`config.mk`:
```
export PLATFORM = sky130hd
export DESIGN_NAME = ffsa_cell
export DESIGN_NICKNAME = d
export VERILOG_FILES = /design/src/design/ffsa_pkg.sv /design/src/design/ffsa_cell.sv
export SDC_FILE = /design/constraint.sdc
export NUM_CORES = 1
export LEC_CHECK = 0
export BUFFER_PORTS_ARGS = -buffer_cell sky130_fd_sc_hd__buf_2
export CAP_MARGIN = 20
export CORE_ASPECT_RATIO = 0.9
export CORE_MARGIN = 2
export CORE_UTILIZATION = 31
export DETAILED_ROUTE_END_ITERATION = 10
export HOLD_SLACK_MARGIN = 0.05
export PLACE_DENSITY_LB_ADDON = 0.1
export SLEW_MARGIN = 0
export SYNTH_ARGS = -nofsm -noshare
export SYNTH_HDL_FRONTEND = slang
export SYNTH_SLANG_ARGS = --single-unit
```
`constraint.sdc`:
```
create_clock -name clk -period 3.2 [get_ports clk]
set_input_delay 0.16 -clock clk [delete_from_list [all_inputs] [get_ports clk]]
set_output_delay 0.16 -clock clk [all_outputs]
set_load 0.03 [all_outputs]
```
`src/design/ffsa_pkg.sv`:
```
package ffsa_pkg;

  // Field widths of the pool offset and the segment length.
  localparam int OFF_W = 20;
  localparam int LEN_W = 21;
  localparam int MARGIN_W = 16;
  localparam logic [MARGIN_W-1:0] MARGIN_RESET = 16'd64;

  // Result status codes.
  typedef enum logic [1:0] {
    ST_OK      = 2'd0,
    ST_NOMEM   = 2'd1,
    ST_BADADDR = 2'd2,
    ST_ZERO    = 2'd3
  } status_t;

  // Operation codes of the mode field.
  localparam logic MODE_ALLOC = 1'b0;
  localparam logic MODE_FREE  = 1'b1;

  // Contents of one table cell.
  typedef struct packed {
    logic             valid;
    logic             free;
    logic [OFF_W-1:0] offset;
    logic [LEN_W-1:0] length;
  } seg_t;

  // Controls broadcast from the sequencer to every cell.
  typedef struct packed {
    logic             cmp_en;
    logic             commit;
    logic             free_op;
    logic             split;
    logic [LEN_W-1:0] size;
    logic [OFF_W-1:0] addr;
    logic [LEN_W:0]   need;
  } cell_ctl_t;

endpackage

```
`src/design/ffsa_cell.sv`:
```
// One table entry. It compares itself against the request, and on commit
// either updates itself, takes the remainder from its left neighbor, or
// takes the left neighbor's contents when the table opens up for a split.
module ffsa_cell #(
  parameter logic [20:0] RESET_LEN = 21'd0
) (
  input  logic                  clk,
  input  logic                  rst_n,
  input  ffsa_pkg::cell_ctl_t   ctl,
  input  ffsa_pkg::seg_t        left_seg,
  input  ffsa_pkg::seg_t        left_rest,
  input  logic                  left_sel,
  input  logic                  before_in,
  output ffsa_pkg::seg_t        seg_o,
  output ffsa_pkg::seg_t        rest_o,
  output logic                  sel_o,
  output logic                  before_o,
  output logic                  fit_sel_o
);

  ffsa_pkg::seg_t seg_r, seg_nxt;
  logic hit_r, hit_nxt;
  logic fit_r, fit_nxt;

  // First hit in the chain selects this cell.
  assign sel_o     = hit_r & ~before_in;
  assign before_o  = before_in | hit_r;
  assign fit_sel_o = sel_o & fit_r;
  assign seg_o     = seg_r;

  // Free remainder handed to the right neighbor when this cell splits.
  always_comb begin
    rest_o        = '0;
    rest_o.valid  = 1'b1;
    rest_o.free   = 1'b1;
    rest_o.offset = ffsa_pkg::OFF_W'(seg_r.offset + ctl.size[ffsa_pkg::OFF_W-1:0]);
    rest_o.length = seg_r.length - ctl.size;
  end

  // Compare while cmp_en is set, update on commit.
  always_comb begin
    seg_nxt = seg_r;
    hit_nxt = hit_r;
    fit_nxt = fit_r;
    if (ctl.cmp_en) begin
      if (ctl.free_op) begin
        hit_nxt = seg_r.valid & (seg_r.offset == ctl.addr);
      end else begin
        hit_nxt = seg_r.valid & seg_r.free & (seg_r.length >= ctl.size);
      end
      fit_nxt = ({1'b0, seg_r.length} >= ctl.need) && (seg_r.length > ctl.size);
    end
    if (ctl.commit) begin
      if (sel_o) begin
        if (ctl.free_op) begin
          seg_nxt.free = 1'b1;
        end else begin
          seg_nxt.free = 1'b0;
          if (ctl.split) begin
            seg_nxt.length = ctl.size;
          end
        end
      end else if (ctl.split && before_in) begin
        seg_nxt = left_sel ? left_rest : left_seg;
      end
    end
  end

  always_ff @(posedge clk) begin
    if (!rst_n) begin
      seg_r.valid  <= (RESET_LEN != '0);
      seg_r.free   <= (RESET_LEN != '0);
      seg_r.offset <= '0;
      seg_r.length <= RESET_LEN;
      hit_r        <= 1'b0;
      fit_r        <= 1'b0;
    end else begin
      seg_r <= seg_nxt;
      hit_r <= hit_nxt;
      fit_r <= fit_nxt;
    end
  end

endmodule

```
# Word level (Yosys, flattened, before mapping)
# Index checks and enable logic that the tools add are counted.
totals:
  reg_bits: 45
  latchBits: 0
  ramBits: 0
  rom_bits: 0
  output_inout_bits: 89
  mem_count: 0
classes:
  addsub: 2
  multipliers: 0
  n_div: 0
  order_cmp: 3
  n_eq_ne: 3
  shift: 0
  mux: 8
  bitwise: 8
  n_reduce_logical: 6
ops:
  columns: ["cell", "count"]
  rows:
  - ["21-bit 2-to-1 mux", 3]
  - ["43-bit 2-to-1 mux", 1]
  - ["42-bit 2-to-1 mux", 1]
  - ["21-bit by 22-bit greater-or-equal comparator with 1-bit output", 1]
  - ["21-bit greater-or-equal comparator", 1]
  - ["21-bit greater-than comparator", 1]
  - ["21-bit subtractor", 1]
  - ["20-bit adder", 1]
  - ["20-bit == test", 1]
  - ["1-bit bitwise AND", 5]
  - ["2-bit != test, second input constant", 2]
  - ["4-bit AND reduction", 1]
  - ["1-bit 2-to-1 mux", 3]
  - ["3-bit AND reduction", 1]
  - ["1-bit logical AND", 2]
  - ["1-bit NOT", 2]
  - ["2-bit AND reduction", 1]
  - ["2-bit nonzero test", 1]
  - ["1-bit OR", 1]

# Longest topological paths before layout
# Gate-level depths: netlist of run 1.
depth:
  ltp_word: 4
  depth_mapped: 10
  mapped_depth_nobuf: 10

# Least setup slack after synthesis of run 1
# No wires, ideal clock.
synth_timing:
  path_type: "reg-to-output"
  startpoint: "reg seg_r (netlist bit seg_o[0])"
  endpoint: "out rest_o[16] (netlist bit)"
  arrival_ps: 2796
  slack_ps: 244
  path_stages_with_launch: 10
  path_cell_list: "dfxtp_1 > inv_1 > ha_1 > fa_1 > nand2b_1 > a211oi_1 > o21bai_1 > a31oi_1 > o21ai_0 > a21boi_0"
synth_rtl:
  columns: ["element", "line", "rtl"]
  rows:
  - ["start, declared", "ffsa_cell.sv:21", "ffsa_pkg::seg_t seg_r, seg_nxt;"]
  - ["start signal, assigned", "ffsa_cell.sv:78", "seg_r <= seg_nxt;"]
  - ["end, declared", "ffsa_cell.sv:15", "output ffsa_pkg::seg_t rest_o,"]

==> impl_metrics.env, run 1 <==
export IMPL_grt_first_pass_wirelength_um=28950
export IMPL_drt_antenna_violating_nets=0
export IMPL_min_delay_path_class="input port to register"
export IMPL_internal_power_w=0.001268
export IMPL_cp_max_fo=5
export IMPL_top_level_ports=246
export IMPL_place_congestion=0.9672
export IMPL_setup_viol=0
export IMPL_globalRouteMet1Util_pct=27.13
export IMPL_grt_pass1_vias=5548
export IMPL_seqPwrFrac_pct=29.1
export IMPL_share_of_cells_above_drive_strength_1_pct=32.71
export IMPL_synth_enable_flop_cells=0
export IMPL_worst_setup_path_start_kind="register"
export IMPL_worstSkewPairLatency_ps=290
export IMPL_cts_reportedPaths_clkPinSlew_ps=60
export IMPL_power_leakage_nw=3.975
export IMPL_tritoncts="built"
export IMPL_slew_headroom_pct=47.51
export IMPL_die_x_um=138.9
export IMPL_synth_cell_type_count=59
export IMPL_num_antenna_cells=0
export IMPL_largest_net_degree_at_the_start_of_global_routing=43
export IMPL_grt_util_all_layers_pct=20.95
export IMPL_cap_viol_max_count=0
export IMPL_clock_tree_buffer_depth=2
export IMPL_mappedNetlistArea_um2=5077
export IMPL_worstPathRequired_ps=3040
export IMPL_totalPowerFinal_w=0.002177
export IMPL_worstSetupEndpointType="primary output"
export IMPL_totalNegativeSetupSlack_ps=0
export IMPL_area_sequential_um2=902.1
export IMPL_synth_ff_type="sky130_fd_sc_hd__dfxtp_1"
export IMPL_power_density_nw_per_um2=325.5
export IMPL_timing_reg2reg_worst_path_depth=8
export IMPL_timing_final_max_slew_violations=0
export IMPL_via_per_inst=5.226
export IMPL_clock_sinks=45
export IMPL_skew_ps=4.366
export IMPL_ctsRootBufferMaster="sky130_fd_sc_hd__clkbuf_16"
export IMPL_final_min_period_over_clock_period_pct=96.25
export IMPL_switching_power_w=0.0009091
export IMPL_asyncSetResetFlopFracSynth_pct=0
export IMPL_detail_route_first_pass_iterations=5
export IMPL_synth_warning_count=0
export IMPL_timing_rr_end="hit_r$_SDFFE_PN0P_"
export IMPL_hold_path_endpoint="hit_r$_SDFFE_PN0P_"
export IMPL_sequential_to_total_area_share_from_yosys_stat_pct=17.74
export IMPL_drt_iter0_markers=320
export IMPL_ys_ff_latch=45
export IMPL_synthCells=630
export IMPL_total_clock_buffers_created_by_cts=5
export IMPL_timing_worst_slew_pin_value_ps=785.4
export IMPL_sw_frac_of_total_pct=41.75
export IMPL_layout_area_overhead_vs_synth_pct=31.76
export IMPL_synthesis_area_per_instance_um2=8.059
export IMPL_die_height_um=125.4
export IMPL_synth_top_area_share_pct=17.74
export IMPL_report_final_hold_viol_count=0
export IMPL_wl_per_cell_um=17.94
export IMPL_dpl_hpwl_um=16160
export IMPL_antenna_violations_before_repair=0
export IMPL_hold_depth=2
export IMPL_totalWireLength_um=19180
export IMPL_multi_input_comb_area_um2=3894
export IMPL_post_synth_top_area_cell="sky130_fd_sc_hd__dfxtp_1"
export IMPL_initial_core_utilization_pct=31.58
export IMPL_rr_startpoint="seg_o[12]$_SDFFE_PN0P_"
export IMPL_synth_common_cells="sky130_fd_sc_hd__nand2_1, sky130_fd_sc_hd__ha_1, sky130_fd_sc_hd__inv_1, sky130_fd_sc_hd__dfxtp_1, sky130_fd_sc_hd__mux2i_1"
export IMPL_ctsHtreeMaxLevel=2
export IMPL_yosys_cell_count_top_type="sky130_fd_sc_hd__nand2_1"
export IMPL_busiest_metal_layer_after_global_routing="met2"
export IMPL_site_row_count=44
export IMPL_rsz0062_at_grt="true"
export IMPL_detailroute_via_count=5587
export IMPL_worst_ep_arrival_time_ps=2920
export IMPL_timing_reg2reg_setup_slack_ps=760
export IMPL_outcome="complete, no violations"
export IMPL_pwr_share_clk_pct=23.1
export IMPL_fp_coreArea_um2=16080
export IMPL_hold_path_startpoint="ctl[66]"
export IMPL_vdd_drop_max_v=0.0001848
export IMPL_critical_setup_path_kind="register to primary output"
export IMPL_synthTopCellsByArea="sky130_fd_sc_hd__dfxtp_1, sky130_fd_sc_hd__ha_1, sky130_fd_sc_hd__mux2i_1"
export IMPL_filler_instances=1683
export IMPL_achievable_frequency_mhz=324.7
export IMPL_use_met2_pct=36.08
export IMPL_met3_usage_pct=3.983
export IMPL_nNetsFinal=1081
export IMPL_cts_hold_buffers_added=0
export IMPL_port_buffer_count=243
export IMPL_fp_dieArea_um2=17420
export IMPL_grt_overflow=0
export IMPL_comb_power_share_pct=47.8
export IMPL_route_detailed_drc=0
export IMPL_timing_final_crit_period_ps=3080
==> metrics by stage <==
stage               instances  cell area [um^2]  hold WS, ps  util (%)  setup WS (ps)
finish                   1069              6690        133.8     41.62          120.1
global route             1069              6690        144.3     41.62         -70.56
CTS                      1066              6629        115.3     41.24          19.62
detailed placement       1058              6492        422.9     40.39          333.9
global placement         1058              6492        417.7     40.39          368.9
floorplan                 631              5081        261.1         -          243.8
==> area by class of cell <==
| type | instances | share of cell area (%) |
|---|---|---|
| repair buffers | 252 | 19.49 |
| multi-input cells | 505 | 58.20 |
| flip-flops and latches | 45 | 13.48 |
| well taps | 207 | 3.871 |
| inverters | 52 | 2.918 |
| clock buffers | 8 | 2.039 |
==> worst max-delay path by stage <==
stage / cells after the start / endpoint / from
2_1_floorplan: 9 / rest_o[16] / seg_o[0]$_SDFFE_PN0P_
4_1_cts: 11 / rest_o[20] / seg_o[0]$_SDFFE_PN0P_
5_1_grt: 11 / rest_o[20] / seg_o[0]$_SDFFE_PN0P_
3_3_place_gp: 11 / rest_o[37] / ctl[42]
6_report: 10 / rest_o[37] / seg_o[21]$_SDFFE_PN0P_
3_5_place_dp: 11 / rest_o[20] / seg_o[0]$_SDFFE_PN0P_
==> registers in the layout (all words and copies together), names as in the netlist <==
name / cells
seg_o: 43
fit_r: 1
hit_r: 1
==> power by group through the flow <==
| stage | registers [W] | clock network, W | logic [W] |
|---|---|---|---|
| detailed placement | 0.000647 | 0 | 0.00103 |
| global route | 0.000639 | 0.000544 | 0.00113 |
| finish | 0.000634 | 0.000503 | 0.00104 |
| CTS | 0.000634 | 0.000519 | 0.00104 |
| floorplan | 0.000687 | 0 | 0.000628 |
| global placement | 0.000645 | 0 | 0.00102 |
==> metal layers <==
| metal | vias to the layer above | wire [um] |
|---|---|---|
| met5 | - | 0 |
| met4 | 0 | 312 |
| met3 | 20 | 1253 |
| met2 | 218 | 9010 |
| met1 | 2598 | 8604 |
| li1 | 2751 | - |
==> kinds of logic after synthesis <==
logic type	after synthesis	share of synthesized area, %
AO/OA/AOI/OAI	198	28.93
XOR/XNOR	49	8.452
adder cells (fa/ha/maj)	63	15.82
buffers and inverters	81	6.333
flip-flops	45	17.74
multiplexers	44	8.674
other	1	0.07386
AND/OR/NAND/NOR	149	13.97
==> critical path: stages (launching register included) <==
cell                       delay [ps]
sky130_fd_sc_hd__dfxtp_1          310
sky130_fd_sc_hd__ha_1             220
sky130_fd_sc_hd__fa_2             370
sky130_fd_sc_hd__a21oi_2          190
sky130_fd_sc_hd__o221ai_1         160
sky130_fd_sc_hd__and2_1           190
sky130_fd_sc_hd__a41o_2           330
sky130_fd_sc_hd__a311o_1          350
sky130_fd_sc_hd__a21oi_1          190
sky130_fd_sc_hd__xnor2_1          140
sky130_fd_sc_hd__buf_4            180
==> timing repair <==
| action | 4_1_cts | 5_1_grt |
|---|---|---|
| buffers inserted | 0 | 3 |
| gates resized for setup | 0 | 11 |
| endpoints found under the setup margin | 0 | 6 |
==> cell usage in the layout (no fill, tap or decap), drive strengths merged, types with 2 or more instances in the layout <==
cell and n:
nor2b 5, buf 251, o31ai 3, o211ai 26
xor2 19, nor3 5, mux2i 44, nand2b 7
clkbuf 9, nand4 8, o31a 2, a21boi 3
o21a 4, nor2 24, and2 7, a211oi 12
o21ai 30, and3 8, fa 2, nand3 9
nor4 4, o21bai 3, xnor2 30, o211a 42
a21o 19, inv 52, nand2 63, nand3b 2
a21oi 37, or2 5, conb 2, ha 61
dfxtp 45, a31oi 4
Note: power is estimated with default switching activity, not from simulation.
==> inputs of run 2 (changes only) <==
==> constraint.sdc (replaced) <==
create_clock -name clk -period 3.5 [get_ports clk]
set_input_delay 0.175 -clock clk [delete_from_list [all_inputs] [get_ports clk]]
set_output_delay 0.175 -clock clk [all_outputs]
set_load 0.03 [all_outputs]
==> impl_metrics.env, run 2 (same netlist as run 1, synthesis figures left out) <==
export IMPL_outcome="complete, no violations"
export IMPL_largest_register_ff_count=43
export IMPL_filler_instances=1680
export IMPL_final_min_period_over_clock_period_pct=92.54
export IMPL_skew_ps=2.924
export IMPL_grt_pass1_vias=5566
export IMPL_multi_input_comb_area_um2=3864
export IMPL_rsz0062_at_grt="false"
export IMPL_post_cts_setup_buffer_count=0
export IMPL_vdd_drop_max_v=0.0001892
export IMPL_route_detailed_drc=0
export IMPL_timing_reg2reg_worst_path_depth=8
export IMPL_initial_core_utilization_pct=31.58
export IMPL_drt_antenna_violating_nets=0
export IMPL_drt_iter0_markers=257
export IMPL_min_delay_path_class="input port to register"
export IMPL_timing_final_max_slew_violations=0
export IMPL_timing_final_crit_period_ps=3239
export IMPL_grt_first_pass_wirelength_um=29080
export IMPL_cts_hold_buffers_added=0
export IMPL_top_level_ports=246
export IMPL_via_per_inst=5.254
export IMPL_ctsRootBufferMaster="sky130_fd_sc_hd__clkbuf_16"
export IMPL_clock_tree_buffer_depth=2
export IMPL_total_clock_buffers_created_by_cts=5
export IMPL_timing_rr_end="fit_r$_SDFFE_PN0P_"
export IMPL_place_congestion=0.9616
export IMPL_hold_path_startpoint="ctl[66]"
export IMPL_power_density_nw_per_um2=297.1
export IMPL_wl_per_cell_um=17.51
export IMPL_report_final_hold_viol_count=0
export IMPL_hold_depth=2
export IMPL_worstPathRequired_ps=3320
export IMPL_power_leakage_nw=3.975
export IMPL_antenna_violations_before_repair=0
export IMPL_share_of_cells_above_drive_strength_1_pct=31.94
export IMPL_largest_net_degree_at_the_start_of_global_routing=43
export IMPL_die_height_um=125.4
export IMPL_totalPowerFinal_w=0.001974
export IMPL_worst_ep_arrival_time_ps=3060
export IMPL_site_row_count=44
export IMPL_cp_max_fo=3
export IMPL_detail_route_first_pass_iterations=7
export IMPL_slew_headroom_pct=46.77
export IMPL_area_sequential_um2=900.9
export IMPL_layout_area_overhead_vs_synth_pct=30.85
export IMPL_grt_overflow=0
export IMPL_tritoncts="built"
export IMPL_grt_util_all_layers_pct=20.92
export IMPL_fp_dieArea_um2=17420
export IMPL_cap_viol_max_count=0
export IMPL_totalWireLength_um=18710
export IMPL_hold_path_endpoint="hit_r$_SDFFE_PN0P_"
export IMPL_totalNegativeSetupSlack_ps=0
export IMPL_cts_resized=0
export IMPL_worstSkewPairLatency_ps=280
export IMPL_setup_viol=0
export IMPL_achievable_frequency_mhz=308.8
export IMPL_worst_setup_path_start_kind="register"
export IMPL_port_buffer_count=243
export IMPL_clock_sinks=45
export IMPL_num_antenna_cells=0
export IMPL_die_x_um=138.9
export IMPL_nNetsFinal=1080
export IMPL_rr_startpoint="seg_o[12]$_SDFFE_PN0P_"
export IMPL_dpl_hpwl_um=15980
export IMPL_ctsHtreeMaxLevel=2
export IMPL_detailroute_via_count=5611
export IMPL_final_cell_mix="sky130_fd_sc_hd__buf_2, sky130_fd_sc_hd__nand2_1, sky130_fd_sc_hd__ha_1, sky130_fd_sc_hd__inv_1, sky130_fd_sc_hd__dfxtp_1"
export IMPL_timing_reg2reg_setup_slack_ps=1040
export IMPL_critical_setup_path_kind="register to primary output"
export IMPL_worstSetupEndpointType="primary output"
export IMPL_cts_reportedPaths_clkPinSlew_ps=60
export IMPL_fp_coreArea_um2=16080
export IMPL_timing_worst_slew_pin_value_ps=796.5
export IMPL_layout_cells_most_common="sky130_fd_sc_hd__buf_2"
-- run 2: through the flow --
step	instance area, um^2	instances	worst slack [ps]	util (%)	hold slack (ps)
final	6644	1068	261.2	41.33	148.7
after global routing	6644	1068	21.64	41.33	143.0
after CTS	6624	1067	255.0	41.20	128.8
after detailed placement	6487	1059	571.0	40.36	427.5
after global placement	6487	1059	641.9	40.36	434.1
after floorplan	5081	631	528.8	-	276.1
-- run 2: power breakdown --
part	internal, W	switching (W)	leakage, nW
registers	0.000539	0.0000410	0.368
clock network	0.000266	0.000192	0.0652
logic	0.000349	0.000587	3.54
total	0.00115	0.000820	3.97
-- run 2: area by class of cell --
type / instances / share of cell area [%]
Clock buffer: 8 / 2.053
Tap cell: 207 / 3.898
Sequential cell: 45 / 13.56
Timing Repair Buffer: 251 / 19.40
Inverter: 52 / 2.938
Multi-Input combinational cell: 505 / 58.15
-- run 2: worst max-delay path by stage --
stage	cells after the start	slack [ps]	start	endpoint
2_1_floorplan	9	530	seg_o[0]$_SDFFE_PN0P_	rest_o[16]
3_3_place_gp	11	640	ctl[42]	rest_o[37]
3_5_place_dp	11	570	seg_o[0]$_SDFFE_PN0P_	rest_o[20]
4_1_cts	11	250	seg_o[0]$_SDFFE_PN0P_	rest_o[20]
5_1_grt	11	20	seg_o[0]$_SDFFE_PN0P_	rest_o[20]
6_report	11	260	seg_o[0]$_SDFFE_PN0P_	rest_o[20]
-- run 2: per-layer routing --
metal / vias up / share of wire, % / track usage, %
li1: 2768 / - / -
met1: 2590 / 45 / 27.25
met2: 229 / 47 / 36.05
met3: 24 / 6.3 / 3.792
met4: 0 / 1.7 / 4.872
met5: - / 0 / 0
-- run 2: critical path, stage by stage, from the launching register on --
cell and delay [ps]:
sky130_fd_sc_hd__dfxtp_1 350, sky130_fd_sc_hd__inv_1 60, sky130_fd_sc_hd__ha_1 220, sky130_fd_sc_hd__fa_1 400, sky130_fd_sc_hd__nand2b_1 200, sky130_fd_sc_hd__a211oi_1 400
sky130_fd_sc_hd__o21bai_1 200, sky130_fd_sc_hd__a31oi_1 250, sky130_fd_sc_hd__a21oi_1 170, sky130_fd_sc_hd__o21ai_1 170, sky130_fd_sc_hd__xnor2_1 140, sky130_fd_sc_hd__buf_2 220
